$ cat src/rtl/dbd_pkg.sv
// Shared widths, constants, microcode types and the month table for the date difference block.
`timescale 1ns / 1ps

package dbd_pkg;

	localparam int YEAR_W   = 14;
	localparam int MONTH_W  = 4;
	localparam int DAY_W    = 5;
	localparam int COUNT_W  = 22;
	localparam int DAYNUM_W = 23;
	localparam int MULB_W   = 13;
	localparam int PROD_W   = YEAR_W + MULB_W;
	localparam int Q100_W   = 8;
	localparam int Q400_W   = 6;
	localparam int CUM_W    = 9;
	localparam int STEP_W   = 3;

	// floor(x / 100) == (x * RECIP_100) >> RECIP_SHIFT for every x below 2**YEAR_W
	localparam logic [MULB_W-1:0] RECIP_100   = 13'd5243;
	localparam int                RECIP_SHIFT = 19;
	localparam logic [MULB_W-1:0] YEAR_DAYS   = 13'd365;

	localparam logic [MONTH_W-1:0] MONTH_JAN = 4'd1;
	localparam logic [MONTH_W-1:0] MONTH_FEB = 4'd2;
	localparam logic [MONTH_W-1:0] MONTH_DEC = 4'd12;

	localparam logic [COUNT_W-1:0] COUNT_MAX = '1;

	typedef enum logic [1:0] {
		MUL_NONE,
		MUL_P_RECIP,
		MUL_Q_RECIP,
		MUL_P_YEAR
	} mul_op_t;

	typedef enum logic [2:0] {
		ACC_HOLD,
		ACC_INIT,
		ACC_ADD_P4,
		ACC_SUB_Q100,
		ACC_ADD_Q400,
		ACC_ADD_PROD
	} acc_op_t;

	typedef enum logic {
		BR_NONE,
		BR_FIRST
	} br_op_t;

	typedef struct packed {
		mul_op_t             mul_op;
		acc_op_t             acc_op;
		logic                q100_ld;
		logic                q400_ld;
		logic                leap_ld;
		br_op_t              br_op;
		logic                emit;
		logic [STEP_W-1:0]   target;
	} ctrl_t;

	// days in the months before month m of a common year
	function automatic logic [CUM_W-1:0] cum_days(input logic [MONTH_W-1:0] m);
		logic [CUM_W-1:0] r;
		case (m)
			4'd1:    r = 9'd0;
			4'd2:    r = 9'd31;
			4'd3:    r = 9'd59;
			4'd4:    r = 9'd90;
			4'd5:    r = 9'd120;
			4'd6:    r = 9'd151;
			4'd7:    r = 9'd181;
			4'd8:    r = 9'd212;
			4'd9:    r = 9'd243;
			4'd10:   r = 9'd273;
			4'd11:   r = 9'd304;
			4'd12:   r = 9'd334;
			default: r = 9'd0;
		endcase
		return r;
	endfunction

endpackage

$ cat src/rtl/dbd_in_if.sv
// Input channel: a start date and an end date with valid/ready handshake.
`timescale 1ns / 1ps

interface dbd_in_if import dbd_pkg::*; ();
	logic               valid;
	logic               ready;
	logic [YEAR_W-1:0]  start_year;
	logic [MONTH_W-1:0] start_month;
	logic [DAY_W-1:0]   start_day;
	logic [YEAR_W-1:0]  end_year;
	logic [MONTH_W-1:0] end_month;
	logic [DAY_W-1:0]   end_day;

	modport source (
		output valid, start_year, start_month, start_day, end_year, end_month, end_day,
		input  ready
	);

	modport sink (
		input  valid, start_year, start_month, start_day, end_year, end_month, end_day,
		output ready
	);
endinterface

$ cat src/rtl/dbd_out_if.sv
// Output channel: inclusive day count and order error with valid/ready handshake.
`timescale 1ns / 1ps

interface dbd_out_if import dbd_pkg::*; ();
	logic               valid;
	logic               ready;
	logic [COUNT_W-1:0] day_count;
	logic               order_error;

	modport source (
		output valid, day_count, order_error,
		input  ready
	);

	modport sink (
		input  valid, day_count, order_error,
		output ready
	);
endinterface

$ cat src/rtl/dbd_seq.sv
// Microcode sequencer: step counter, control store and branch logic.
`timescale 1ns / 1ps

module dbd_seq import dbd_pkg::*; (
	input  logic  clk,
	input  logic  arst_n,
	input  logic  start,
	input  logic  cond,
	input  logic  stall,
	output logic  busy,
	output ctrl_t ctrl
);

	localparam ctrl_t CTRL_IDLE = '{
		mul_op:  MUL_NONE,
		acc_op:  ACC_HOLD,
		q100_ld: 1'b0,
		q400_ld: 1'b0,
		leap_ld: 1'b0,
		br_op:   BR_NONE,
		emit:    1'b0,
		target:  '0
	};

	localparam logic [STEP_W-1:0] STEP_LOAD = 3'd0;

	// one date is converted by steps 0..6; step 6 loops back once for the end date
	function automatic ctrl_t rom(input logic [STEP_W-1:0] s);
		ctrl_t c;
		c = CTRL_IDLE;
		unique case (s)
			3'd0: c.acc_op = ACC_INIT;
			3'd1: begin
				c.mul_op = MUL_P_RECIP;
				c.acc_op = ACC_ADD_P4;
			end
			3'd2: begin
				c.q100_ld = 1'b1;
				c.mul_op  = MUL_Q_RECIP;
			end
			3'd3: begin
				c.q400_ld = 1'b1;
				c.acc_op  = ACC_SUB_Q100;
				c.mul_op  = MUL_P_YEAR;
			end
			3'd4: begin
				c.acc_op  = ACC_ADD_Q400;
				c.leap_ld = 1'b1;
			end
			3'd5: c.acc_op = ACC_ADD_PROD;
			3'd6: begin
				c.br_op  = BR_FIRST;
				c.target = STEP_LOAD;
			end
			3'd7: c.emit = 1'b1;
		endcase
		return c;
	endfunction

	logic              busy_q;
	logic [STEP_W-1:0] step_q;

	assign busy = busy_q;
	assign ctrl = busy_q ? rom(step_q) : CTRL_IDLE;

	always_ff @(posedge clk or negedge arst_n) begin
		if (!arst_n) begin
			busy_q <= 1'b0;
			step_q <= STEP_LOAD;
		end else if (start) begin
			busy_q <= 1'b1;
			step_q <= STEP_LOAD;
		end else if (busy_q) begin
			if (ctrl.emit) begin
				// hold on the last step until the output word can be written
				if (!stall) begin
					busy_q <= 1'b0;
					step_q <= STEP_LOAD;
				end
			end else if (ctrl.br_op == BR_FIRST && cond) begin
				step_q <= ctrl.target;
			end else begin
				step_q <= step_q + 1'b1;
			end
		end
	end

	a_emit_ends: assert property (@(posedge clk) disable iff (!arst_n)
		busy_q && ctrl.emit && !stall && !start |=> !busy_q)
		else $error("sequencer stayed busy after emitting");

endmodule

$ cat src/rtl/gregorian_days_between_dates_top.sv
// Inclusive Gregorian day count between two dates, microcoded datapath.
// The control program runs 7 steps per date plus one emit step, one step per cycle
// while the emit step is not held by a stalled output, on a single shared multiplier.
// No new item is accepted while the sequencer is busy.
// A new item is taken while the previous result still waits in the output register.
// Reset (arst_n low, asynchronous) clears the sequencer and the output valid flag.
`timescale 1ns / 1ps

module gregorian_days_between_dates_top import dbd_pkg::*; #(
	parameter int unsigned MAX_YEAR = 9999
) (
	input  logic       clk,
	input  logic       arst_n,
	dbd_in_if.sink     req,
	dbd_out_if.source  rsp
);

	ctrl_t ctrl;
	logic  busy;
	logic  accept;
	logic  stall;
	logic  do_emit;

	logic [YEAR_W-1:0]   sy_q, ey_q;
	logic [MONTH_W-1:0]  sm_q, em_q;
	logic [DAY_W-1:0]    sd_q, ed_q;
	logic                sel_q;

	logic [YEAR_W-1:0]   p_q;
	logic                m3_q;
	logic [DAYNUM_W-1:0] acc_q;
	logic [DAYNUM_W-1:0] a_q;
	logic [PROD_W-1:0]   mul_q;
	logic [Q100_W-1:0]   q100_q;
	logic [Q400_W-1:0]   q400_q;
	logic                leap_q;

	logic                out_valid_q;
	logic [COUNT_W-1:0]  day_count_q;
	logic                order_error_q;

	logic [YEAR_W-1:0]   cur_y, y_clamp;
	logic [MONTH_W-1:0]  cur_m, m_clamp;
	logic [DAY_W-1:0]    cur_d;
	logic [YEAR_W-1:0]   mul_a;
	logic [MULB_W-1:0]   mul_b;
	logic [YEAR_W-1:0]   r100;
	logic [YEAR_W-3:0]   r400;
	logic                leap;
	logic [DAYNUM_W:0]   diff;
	logic [DAYNUM_W:0]   span;

	assign accept    = req.valid && req.ready;
	assign req.ready = !busy;
	assign stall     = out_valid_q && !rsp.ready;
	assign do_emit   = ctrl.emit && !stall;

	dbd_seq u_seq (
		.clk    (clk),
		.arst_n (arst_n),
		.start  (accept),
		.cond   (!sel_q),
		.stall  (stall),
		.busy   (busy),
		.ctrl   (ctrl)
	);

	// select and clamp the date being converted
	always_comb begin
		cur_y = sel_q ? ey_q : sy_q;
		cur_m = sel_q ? em_q : sm_q;
		cur_d = sel_q ? ed_q : sd_q;
		if (cur_y == '0)
			y_clamp = YEAR_W'(1);
		else if (32'(cur_y) > 32'(MAX_YEAR))
			y_clamp = YEAR_W'(MAX_YEAR);
		else
			y_clamp = cur_y;
		if (cur_m < MONTH_JAN)
			m_clamp = MONTH_JAN;
		else if (cur_m > MONTH_DEC)
			m_clamp = MONTH_DEC;
		else
			m_clamp = cur_m;
	end

	always_comb begin
		case (ctrl.mul_op)
			MUL_P_RECIP: begin
				mul_a = p_q;
				mul_b = RECIP_100;
			end
			MUL_Q_RECIP: begin
				mul_a = {2'b00, p_q[YEAR_W-1:2]};
				mul_b = RECIP_100;
			end
			MUL_P_YEAR: begin
				mul_a = p_q;
				mul_b = YEAR_DAYS;
			end
			default: begin
				mul_a = '0;
				mul_b = '0;
			end
		endcase
	end

	// year y = p + 1 ends a century when p mod 100 is 99, a 400-year cycle when
	// (p / 4) mod 100 is 99 and p mod 4 is 3
	always_comb begin
		r100 = p_q - YEAR_W'(q100_q) * YEAR_W'(100);
		r400 = p_q[YEAR_W-1:2] - (YEAR_W-2)'(q400_q) * (YEAR_W-2)'(100);
		leap = (p_q[1:0] == 2'b11) &&
			((r100 != YEAR_W'(99)) || (r400 == (YEAR_W-2)'(99)));
	end

	always_comb begin
		diff = {1'b0, acc_q} - {1'b0, a_q};
		span = diff + 1'b1;
	end

	always_ff @(posedge clk) begin
		if (accept) begin
			sy_q <= req.start_year;
			sm_q <= req.start_month;
			sd_q <= req.start_day;
			ey_q <= req.end_year;
			em_q <= req.end_month;
			ed_q <= req.end_day;
		end
		if (ctrl.acc_op == ACC_INIT) begin
			p_q  <= y_clamp - 1'b1;
			m3_q <= m_clamp > MONTH_FEB;
		end
		if (ctrl.mul_op != MUL_NONE)
			mul_q <= PROD_W'(mul_a) * PROD_W'(mul_b);
		if (ctrl.q100_ld)
			q100_q <= mul_q[RECIP_SHIFT +: Q100_W];
		if (ctrl.q400_ld)
			q400_q <= mul_q[RECIP_SHIFT +: Q400_W];
		if (ctrl.leap_ld)
			leap_q <= leap;
		case (ctrl.acc_op)
			ACC_INIT:     acc_q <= DAYNUM_W'(cur_d) + DAYNUM_W'(cum_days(m_clamp));
			ACC_ADD_P4:   acc_q <= acc_q + DAYNUM_W'(p_q[YEAR_W-1:2]);
			ACC_SUB_Q100: acc_q <= acc_q - DAYNUM_W'(q100_q);
			ACC_ADD_Q400: acc_q <= acc_q + DAYNUM_W'(q400_q);
			ACC_ADD_PROD: acc_q <= acc_q + mul_q[DAYNUM_W-1:0] + DAYNUM_W'(leap_q & m3_q);
			default:      acc_q <= acc_q;
		endcase
		if (ctrl.br_op == BR_FIRST && !sel_q)
			a_q <= acc_q;
		if (do_emit) begin
			if (diff[DAYNUM_W]) begin
				day_count_q   <= '0;
				order_error_q <= 1'b1;
			end else begin
				day_count_q   <= (span > (DAYNUM_W+1)'(COUNT_MAX)) ? COUNT_MAX
					: span[COUNT_W-1:0];
				order_error_q <= 1'b0;
			end
		end
	end

	always_ff @(posedge clk or negedge arst_n) begin
		if (!arst_n) begin
			sel_q       <= 1'b0;
			out_valid_q <= 1'b0;
		end else begin
			// drop back to the start date when an item is accepted or once the word is written
			if (accept || do_emit)
				sel_q <= 1'b0;
			else if (ctrl.br_op == BR_FIRST && !sel_q)
				sel_q <= 1'b1;
			if (do_emit)
				out_valid_q <= 1'b1;
			else if (rsp.ready)
				out_valid_q <= 1'b0;
		end
	end

	assign rsp.valid       = out_valid_q;
	assign rsp.day_count   = day_count_q;
	assign rsp.order_error = order_error_q;

	a_err_zero: assert property (@(posedge clk) disable iff (!arst_n)
		rsp.valid && rsp.order_error |-> rsp.day_count == '0)
		else $error("order error with nonzero count");

	a_ok_nonzero: assert property (@(posedge clk) disable iff (!arst_n)
		rsp.valid && !rsp.order_error |-> rsp.day_count != '0)
		else $error("zero count without order error");

	a_one_at_a_time: assert property (@(posedge clk) disable iff (!arst_n)
		accept |=> !req.ready)
		else $error("input accepted while busy");

	a_sel_busy: assert property (@(posedge clk) disable iff (!arst_n)
		sel_q |-> busy)
		else $error("end date selected while idle");

endmodule
$ cat src/flat_wrapper.sv
// flat-port wrapper written by rule: the top's interface ports become plain ports
module gregorian_days_between_dates_top_flat import dbd_pkg::*;
#(
	parameter int unsigned MAX_YEAR = 9999
)
  (clk, arst_n, req_valid, req_start_year, req_start_month, req_start_day, req_end_year, req_end_month, req_end_day, req_ready, rsp_valid, rsp_day_count, rsp_order_error, rsp_ready);
  dbd_in_if req_i ();
  dbd_out_if rsp_i ();
  input  logic clk;
  input  logic arst_n;
  input wire logic [$bits(req_i.valid)-1:0] req_valid;
  input wire logic [$bits(req_i.start_year)-1:0] req_start_year;
  input wire logic [$bits(req_i.start_month)-1:0] req_start_month;
  input wire logic [$bits(req_i.start_day)-1:0] req_start_day;
  input wire logic [$bits(req_i.end_year)-1:0] req_end_year;
  input wire logic [$bits(req_i.end_month)-1:0] req_end_month;
  input wire logic [$bits(req_i.end_day)-1:0] req_end_day;
  output wire logic [$bits(req_i.ready)-1:0] req_ready;
  output wire logic [$bits(rsp_i.valid)-1:0] rsp_valid;
  output wire logic [$bits(rsp_i.day_count)-1:0] rsp_day_count;
  output wire logic [$bits(rsp_i.order_error)-1:0] rsp_order_error;
  input wire logic [$bits(rsp_i.ready)-1:0] rsp_ready;
  assign req_i.valid = req_valid;
  assign req_i.start_year = req_start_year;
  assign req_i.start_month = req_start_month;
  assign req_i.start_day = req_start_day;
  assign req_i.end_year = req_end_year;
  assign req_i.end_month = req_end_month;
  assign req_i.end_day = req_end_day;
  assign req_ready = req_i.ready;
  assign rsp_valid = rsp_i.valid;
  assign rsp_day_count = rsp_i.day_count;
  assign rsp_order_error = rsp_i.order_error;
  assign rsp_i.ready = rsp_ready;
  gregorian_days_between_dates_top #(.MAX_YEAR(MAX_YEAR)) u_core (.clk(clk), .arst_n(arst_n), .req(req_i), .rsp(rsp_i));
endmodule
$ cat config.mk
export PLATFORM = sky130hd
export DESIGN_NAME = gregorian_days_between_dates_top_flat
export DESIGN_NICKNAME = d
export VERILOG_FILES = /design/src/rtl/dbd_pkg.sv /design/src/rtl/dbd_in_if.sv /design/src/rtl/dbd_out_if.sv /design/src/rtl/dbd_seq.sv /design/src/rtl/gregorian_days_between_dates_top.sv /design/src/flat_wrapper.sv
export SDC_FILE = /design/constraint.sdc
export NUM_CORES = 1
export LEC_CHECK = 0
export BUFFER_PORTS_ARGS = -buffer_cell sky130_fd_sc_hd__clkbuf_2
export CORE_AREA = 2 2 231 233
export CTS_BUF_LIST = sky130_fd_sc_hd__clkbuf_16
export CTS_CLUSTER_SIZE = 8
export DETAILED_ROUTE_END_ITERATION = 16
export DIE_AREA = 0 0 233 235
export SYNTH_ARGS = -nofsm -noshare
export SYNTH_HDL_FRONTEND = slang
export SYNTH_SLANG_ARGS = --single-unit
$ cat constraint.sdc
create_clock -name clk -period 8.4 [get_ports clk]
set_clock_uncertainty 0.05 [all_clocks]
set_input_delay 2.52 -clock clk [delete_from_list [all_inputs] [get_ports clk]]
set_output_delay 2.52 -clock clk [all_outputs]
set_load 0.03 [all_outputs]
Word level (Yosys, flattened, before mapping)
Memories as Yosys holds them, arrays and structs flattened.
Index checks and enable logic that the tools add are counted.
{"block": "totals", "latchBits": 0, "ramBits": 0, "rom_bits": 144, "input_bits": 50, "memories": 1, "register_bits": 178, "elab_cells": 116, "output_inout_bits": 25}
{"name": "(no name shown)", "words": 16, "word_bits": 9, "read_ports": 1, "rd_clocked_by_memory_dff": 0, "write_ports": 0, "line": "dbd_pkg.sv:64", "text": "case (m)"}
{"block": "classes", "n_mux": 34, "shift": 0, "addsub": 12, "reduce_logical": 21, "n_mul": 3, "n_bitwise": 1, "n_div": 0, "eq_ne": 19, "magnitude_cmp": 5}
{"op": "23-bit one-hot mux with 5 select lines", "n": 1}
{"op": "23-bit adder", "n": 2}
{"op": "14-bit two-way mux", "n": 3}
{"op": "14-bit one-hot mux with 2 select lines", "n": 1}
{"op": "14-bit by 13-bit multiplier with 27-bit output", "n": 1}
{"op": "13-bit one-hot mux with 2 select lines", "n": 1}
{"op": "24-bit by 1-bit adder with 24-bit output, second input constant", "n": 1}
{"op": "24-bit by 22-bit greater-than comparator with 1-bit output, second input constant", "n": 1}
{"op": "23-bit by 23-bit subtractor with 24-bit output", "n": 1}
{"op": "23-bit by 12-bit adder with 23-bit output", "n": 1}
{"op": "23-bit by 6-bit adder with 23-bit output", "n": 1}
{"op": "23-bit by 8-bit subtractor with 23-bit output", "n": 1}
{"op": "22-bit two-way mux", "n": 1}
{"op": "3-bit == test, second input constant", "n": 6}
{"op": "3-bit two-way mux", "n": 5}
{"op": "3-bit one-hot mux with 5 select lines", "n": 1}
{"op": "14-bit greater-than comparator, second input constant", "n": 1}
{"op": "14-bit logical NOT", "n": 1}
{"op": "1-bit two-way mux", "n": 14}
{"op": "14-bit by 7-bit inequality test with 1-bit output, second input constant", "n": 1}
{"op": "14-bit by 1-bit subtractor with 14-bit output, second input constant", "n": 1}
{"op": "14-bit subtractor", "n": 1}
{"op": "13-bit two-way mux", "n": 1}
{"op": "12-bit by 7-bit == test with 1-bit output, second input constant", "n": 1}
{"op": "other kinds (26)", "n": 46}

Depth between registers and ports, before layout
Gate-level depths: netlist (run 1).
{"block": "logic_depth", "depth_word": 8, "mapped_depth": 33, "mapped_depth_nobuf": 31}

Modules after synthesis
Synthesis (run 1) repeated with hierarchy kept, for this count alone.
{"block": "unflattened", "cells_unflattened": 1895, "hier_area_um2": 18506.5}
{"mod": "gregorian_days_between_dates_top", "instances": 1, "seq_area_each_um2": 5215.0, "area_each_um2": 18117.4, "cells_each": 1853}
{"mod": "dbd_seq", "instances": 1, "seq_area_each_um2": 100.1, "area_each_um2": 389.1, "cells_each": 42}

Worst setup path before layout (run 1)
OpenSTA, ideal clock, no wires.
{"block": "synth_path", "kind": "register to register", "startpoint": "register u_core.u_seq.step_q[0]", "endpoint": "register u_core.mul_q[25], data pin", "n_path_buf": 2, "arrival_ps": 7157, "setup_time_ps": 257, "synth_period_minus_slack_ps": 7465, "path_stages_with_launch": 30, "t_required_ps": 8093, "slack_ps": 935, "path_cell_list": "dfrtp_1 > ha_1 > ha_1 > clkbuf_1 > a21oi_1 > nor2_1 > inv_1 > ha_1 > clkbuf_1 > a22o_1 > nor2b_1 > nand2_1 > fa_1 > fa_1 > inv_1 > fa_1 > inv_1 > fa_1 > fa_1 > inv_1 > ha_1 > o21a_1 > nor2_1 > nor2_1 > a41o_1 > nand2b_1 > a31o_2 > a41o_1 > o41a_1 > xor2_1"}
{"block": "synth_via", "elab_chain_len": 7, "word_cells_on_any_way": 13}
{"item": "from (decl)", "line": "dbd_seq.sv:61", "text": "logic [STEP_W-1:0] step_q;"}
{"item": "from (signal assigned)", "line": "dbd_seq.sv:81", "text": "step_q <= ctrl.target;"}
{"item": "from (signal assigned)", "line": "dbd_seq.sv:83", "text": "step_q <= step_q + 1'b1;"}
{"item": "3-bit by 2-bit == test with 1-bit output or 3-bit by 1-bit == test with 1-bit output (tied branches)", "line": "dbd_seq.sv:31", "text": "unique case (s)"}
{"item": "2-bit one-hot mux with 3 select lines (*)", "line": "dbd_seq.sv:31"}
{"item": "13-bit two-way mux (*)", "line": "dbd_seq.sv:64", "text": "assign ctrl = busy_q ? rom(step_q) : CTRL_IDLE;"}
{"item": "2-bit by 1-bit == test with 1-bit output or 2-bit == test (tied branches)", "line": "gregorian_days_between_dates_top.sv:88", "text": "case (ctrl.mul_op)"}
{"item": "2-bit OR reduction (no line)"}
{"item": "14-bit one-hot mux with 2 select lines or 13-bit one-hot mux with 2 select lines (tied branches)", "line": "gregorian_days_between_dates_top.sv:88"}
{"item": "14-bit by 13-bit multiplier with 27-bit output (*)", "line": "gregorian_days_between_dates_top.sv:136", "text": "mul_q <= PROD_W'(mul_a) * PROD_W'(mul_b);"}
{"item": "to (signal assigned)", "line": "gregorian_days_between_dates_top.sv:136"}
{"item": "to (decl)", "line": "gregorian_days_between_dates_top.sv:33", "text": "logic [PROD_W-1:0] mul_q;"}
Every way passes the cells marked *; elsewhere a longest branch is shown, timed or not.
A chain may end at the register's enable or synchronous reset.

Final worst setup path (run 1)
{"block": "layout_path", "startpoint": "register u_core.u_seq.step_q[1]", "endpoint": "register u_core.mul_q[25], data pin"}
Same word-level chain as after synthesis.

==> flow_summary.ini, run 1 <==
[setup_path]
worst_ep_arrival_time_ns = 8.13
worst_path_largest_cell_delay_ns = 0.54
r2r_cells = 28
r2r-end = u_core.mul_q[25]
cp-start-kind = flip-flop
crit_top_cell = fa_1
r2r-start = u_core.u_seq.step_q[1]
r2r_slack_ns = 0.44
cp_max_fo = 12
crit_required_ns = 8.57
slowest_stage = dfrtp_1
crit_type = reg2reg
cp-end-kind = flip-flop

[drt]
first_pass_iters = 7
ant_nets = 0
wl_um = 41700
drtIter0Drc = 763
wire_per_inst_um = 15.8
vias_per_cell = 5.14
drc = 0
num_vias = 13500

[synthesis]
synthTopCellsByArea = edfxtp_1, ha_1, fa_1, inv_1, xnor2_1
ys_seq_elements = 178
synth_area_um2 = 18100
yosysMostFrequentCell = inv_1
syn_avg_cell_area_um2 = 9.69
yosys-top-cells-count = inv_1, ha_1, edfxtp_1
synthCells = 1867
ys.flop_type = edfxtp_1
syn_nets = 2276
synth_edf_count = 172
yosys_warnings = 0
synth_cell_type_count = 78
ys_seq_area_share_pct = 29.4
ys_async_sr_fraction_pct = 3.37
synth_top_area_share_pct = 28.5
post-synth-top-area-cell = edfxtp_1

[timing]
tns_ns = 0
maxSlewViolCount = 0
fin_crit_sh_pct = 94.8
rsz0062_at_grt = false
slew_headroom_pct = 17.7
setup_viol = 0
tightest_slew_ns = 1.23
period_minus_slack_ns = 7.96
hold_viol = 0
max_freq_mhz = 126

[global_routing]
grt_pass1_vias = 13600
grt_util_all_layers_pct = 15.7
grt_first_pass_wirelength_um = 69400
antenna_found_initial = 0
grt_remaining_overflow = 0
grt_max_degree = 47

[clocking]
h-tree-depth = 4
cts-root-buf = clkbuf_16
clk_latency_ns = 0.46
clock-sinks = 178
cts_tree = done
cts_buffers = 17
cts_buffer_depth = 2
cts_hold_buffers = 0
clkTransAtPathRegs_ns = 0.07
post_cts_buffers = 0

[final_layout]
syn_to_final_growth_pct = 10.4
fin_nets = 2343
drive_gt1_share_pct = 8.32
antenna_cells = 0

[die]
coreArea_um2 = 52200
start_util_pct = 34.6
num_rows = 84
io_pins = 75
die_x_um = 233
dieArea_um2 = 54800
dieHeight_um = 235

[worst_hold_path]
min_path_cells = 0
hold_end = u_core.q100_q[5]
hp-class = reg2reg
hp-start = u_core.mul_q[24]

[place]
dp_hpwl_um = 34300
globalplace.congestion = 0.906
port_buffers = 74

[job]
maxCapViolations = 0

[status]
status = finished, final reports clean
[cells by family (layout without fill, tap and decap cells)]
group	after synthesis	in the layout	synth area share, %
xor+xnor	150	150	7.26
flops	178	178	29.4
simple gates	394	394	10.7
compound gates	421	421	15.5
mux	26	26	1.49
buf+inv	338	418	7.19
fa+ha+maj	360	360	28.5
[layout by cell type, fill, tap and decap left out, types with 19 or more instances in the layout]
cell type	instances
inv_1	294
ha_1	271
edfxtp_1	172
a21oi_1	112
nor2_1	108
nand2_1	92
xnor2_1	86
fa_1	86
clkbuf_2	74
o21ai_0	67
xor2_1	64
a21o_1	59
nor3_1	35
nand2b_1	27
nor2b_1	24
and2_1	20
mux2i_1	19
nand3_1	19
[routing by layer]
metal,routed length (um),vias to the layer above,share of wire [%],track usage (%)
met5,0,-,0,0
met2,20300,265,49,27.2
li1,-,6695,-,-
met1,19300,6546,46,20.7
met3,1520,41,3.7,2.05
met4,653,0,1.6,3.86
[timing repair]
action,CTS,global route
endpoints found under the hold margin,0,0
setup endpoints to repair,0,4
gates resized for setup,0,10
[flip-flops by register name, indices dropped and copies added (netlist names), 5 cells and up]
| name | count |
|---|---|
| u_core.q400_q | 6 |
| u_core.p_q | 14 |
| u_core.a_q | 23 |
| u_core.rsp.day_count | 22 |
| u_core.ey_q | 14 |
| u_core.sd_q | 5 |
| u_core.mul_q | 27 |
| u_core.acc_q | 23 |
| u_core.ed_q | 5 |
| u_core.q100_q | 8 |
| u_core.sy_q | 14 |
[final cells by class]
class	instances	area, um2
Tap cell	688	861
Clock inverter	15	219
Clock buffer	17	425
Fill cell	5141	32300
Timing Repair Buffer	91	498
Sequential cell	178	5320
Multi-Input combinational cell	1351	11500
Inverter	295	1110
[worst max-delay path, delay by kind of cell (launching register included)]
kind | cells | cell delay [ns]
fa+ha+maj | 9 | 3.70
xor+xnor | 1 | 0.15
buf+inv | 5 | 0.50
simple gates | 6 | 1.01
compound gates | 7 | 1.78
flops | 1 | 0.54
[stage by stage]
step                      util [%]  hold WS (ns)  cells  setup WS, ns  area [um2]
after global routing          38.2         0.440   2635        0.0852       20000
after detailed placement      36.9         0.396   2603         0.263       19300
final                         38.2         0.418   2635         0.437       20000
after floorplan                  -         0.350   1867         0.935       18100
after global placement        36.9         0.398   2603         0.417       19300
after CTS                     38.2         0.414   2635         0.208       19900
[worst max-delay path by stage]
stage                                start                to  slack, ns  depth (start not counted)
floorplan           u_core.u_seq.step_q[0]  u_core.mul_q[25]       0.94                         29
global placement    u_core.u_seq.step_q[1]  u_core.mul_q[26]       0.42                         29
global route        u_core.u_seq.step_q[1]  u_core.mul_q[25]       0.09                         28
CTS                 u_core.u_seq.step_q[1]  u_core.mul_q[26]       0.21                         29
detailed placement  u_core.u_seq.step_q[1]  u_core.mul_q[25]       0.26                         28
finish              u_core.u_seq.step_q[1]  u_core.mul_q[25]       0.44                         28
Power of run 1 is not shown: default switching activity piles up to over one toggle a cycle in this logic, so the estimate is an artifact.
==> run 2: changes to the inputs <==
--- a/config.mk
+++ b/config.mk
@@ -6,11 +6,12 @@
 export NUM_CORES = 1
 export LEC_CHECK = 0
 export BUFFER_PORTS_ARGS = -buffer_cell sky130_fd_sc_hd__clkbuf_2
-export CORE_AREA = 2 2 231 233
+export CORE_AREA = 2 2 194 196
 export CTS_BUF_LIST = sky130_fd_sc_hd__clkbuf_16
 export CTS_CLUSTER_SIZE = 8
 export DETAILED_ROUTE_END_ITERATION = 16
-export DIE_AREA = 0 0 233 235
+export DIE_AREA = 0 0 196 198
+export PLACE_DENSITY = 0.66
 export SYNTH_ARGS = -nofsm -noshare
 export SYNTH_HDL_FRONTEND = slang
 export SYNTH_SLANG_ARGS = --single-unit
==> run 2 against run 1 <==
- hold slack got worse by 0.023 ns
- count of clock-buffer cells in the layout did not move
- via count hardly changed
- global-route usage up 5.9 points
- first-iteration DRC count up 20%
- design area shrank 1.7%
- maximum frequency shrank 0.15%
- routed wire length fell by 2.7%
- critical endpoint unchanged
- critical path depth shrank 1
- sequential cell count stayed put
- critical path type unchanged
==> flow_summary.ini, run 2 (synthesis results as in run 1) <==
[status]
status = finished, final reports clean

[drt]
drtIter0Drc = 919
wire_per_inst_um = 16.8
ant_nets = 0
drc = 0
first_pass_iters = 8
vias_per_cell = 5.60
num_vias = 13600
wl_um = 40600

[global_routing]
antenna_found_initial = 0
grt_first_pass_wirelength_um = 66900
grt_remaining_overflow = 0
grt_util_all_layers_pct = 21.6
grt_max_degree = 47
grt_pass1_vias = 13500

[timing]
fin_crit_sh_pct = 94.9
rsz0062_at_grt = false
tightest_slew_ns = 1.29
setup_viol = 0
tns_ns = 0
slew_headroom_pct = 13.5
hold_viol = 0
period_minus_slack_ns = 7.97
maxSlewViolCount = 0
max_freq_mhz = 125

[die]
dieArea_um2 = 38800
io_pins = 75
coreArea_um2 = 37000
die_x_um = 196
dieHeight_um = 198
start_util_pct = 49.0
num_rows = 71

[setup_path]
worstSetupEndpoint = u_core.mul_q[25]
cp-end-kind = flip-flop
r2r-start = u_core.u_seq.step_q[1]
r2r_slack_ns = 0.43
crit_type = reg2reg
crit_required_ns = 8.55
r2r_cells = 27
worst_path_largest_cell_delay_ns = 0.52
crit_start = u_core.u_seq.step_q[1]
cp-start-kind = flip-flop
slowest_stage = fa_1
worst_ep_arrival_time_ns = 8.13
cp_max_fo = 12
r2r-end = u_core.mul_q[25]

[final_layout]
largest_reg_flops = 27
syn_to_final_growth_pct = 8.49
fin_nets = 2341
antenna_cells = 0
reg_top3 = u_core.mul_q (27), u_core.a_q (23), u_core.acc_q (23)
largest_register = u_core.mul_q
mostFrequentLayoutCells = inv_1, ha_1, edfxtp_1
fin_util_pct = 53.1
drive_gt1_share_pct = 8.02
finalInstanceArea_um2 = 19600
final_common_cell = inv_1

[place]
dp_hpwl_um = 33300
dpl_cell_area_um2 = 19000
globalplace.congestion = 0.893
port_buffers = 74

[clocking]
post_cts_buffers = 0
cts_buffers = 17
cts-root-buf = clkbuf_16
h-tree-depth = 4
cts_tree = done
clk_latency_ns = 0.46
clock-sinks = 178
cts_buffer_depth = 2
clkTransAtPathRegs_ns = 0.08

[job]
maxCapViolations = 0

[worst_hold_path]
min_path_cells = 0
hp-class = reg2reg
run 2: cell count changes in the layout (fill, tap and decap cells not counted), sizes merged:
cell / previous run / this run
clkinvlp: 0 / 2
bufinv: 4 / 2
buf: 17 / 15
run 2: worst min path at each step:
| stage | startpoint | end | slack [ns] |
|---|---|---|---|
| 2_1_floorplan | u_core.mul_q[25] | u_core.q100_q[6] | 0.35 |
| 3_3_place_gp | u_core.mul_q[23] | u_core.q400_q[4] | 0.39 |
| 3_5_place_dp | u_core.mul_q[23] | u_core.q400_q[4] | 0.40 |
| 4_1_cts | u_core.mul_q[23] | u_core.q400_q[4] | 0.41 |
| 5_1_grt | u_core.mul_q[23] | u_core.q400_q[4] | 0.42 |
| 6_report | u_core.mul_q[23] | u_core.q400_q[4] | 0.39 |
run 2: critical path: cells and delay by family (launching register included):
kind	cells	cell delay [ns]
adders and majority gates	9	3.50
AOI/OAI and AO/OA	8	2.26
and+or+nand+nor	5	0.98
DFF	1	0.49
buffers and inverters	4	0.28
xor gates and xnor gates	1	0.15
run 2: layer usage:
layer,GRT usage (%),part of all wire (%),vias to the layer above
met1,27.6,45,6479
met2,37.6,47,300
met3,2.66,3.5,89
met4,8.36,3.6,0
met5,0,0,-
li1,-,-,6686
run 2: repair_timing:
action	CTS	global route
gates resized for setup	0	5
hold buffers	0	0
endpoints found under the setup margin	0	5
run 2: metrics by stage:
| stage | std cells | hold WS [ns] | worst slack, ns |
|---|---|---|---|
| finish | 2419 | 0.395 | 0.425 |
| detailed placement | 2387 | 0.397 | 0.273 |
| global placement | 2387 | 0.394 | 0.506 |
| global route | 2419 | 0.416 | 0.00598 |
| floorplan | 1867 | 0.350 | 0.935 |
| CTS | 2419 | 0.407 | 0.236 |
run 2: cell type report:
type                    instances  area [um2]
clock inverters                15         191
well taps                     474         593
inverters                     295        1110
fillers                      3318       17300
clock buffers                  17         425
repair buffers                 89         483
multi-input cells            1351       11500
flip-flops and latches        178        5320
Power of run 2 is left out for the same reason.
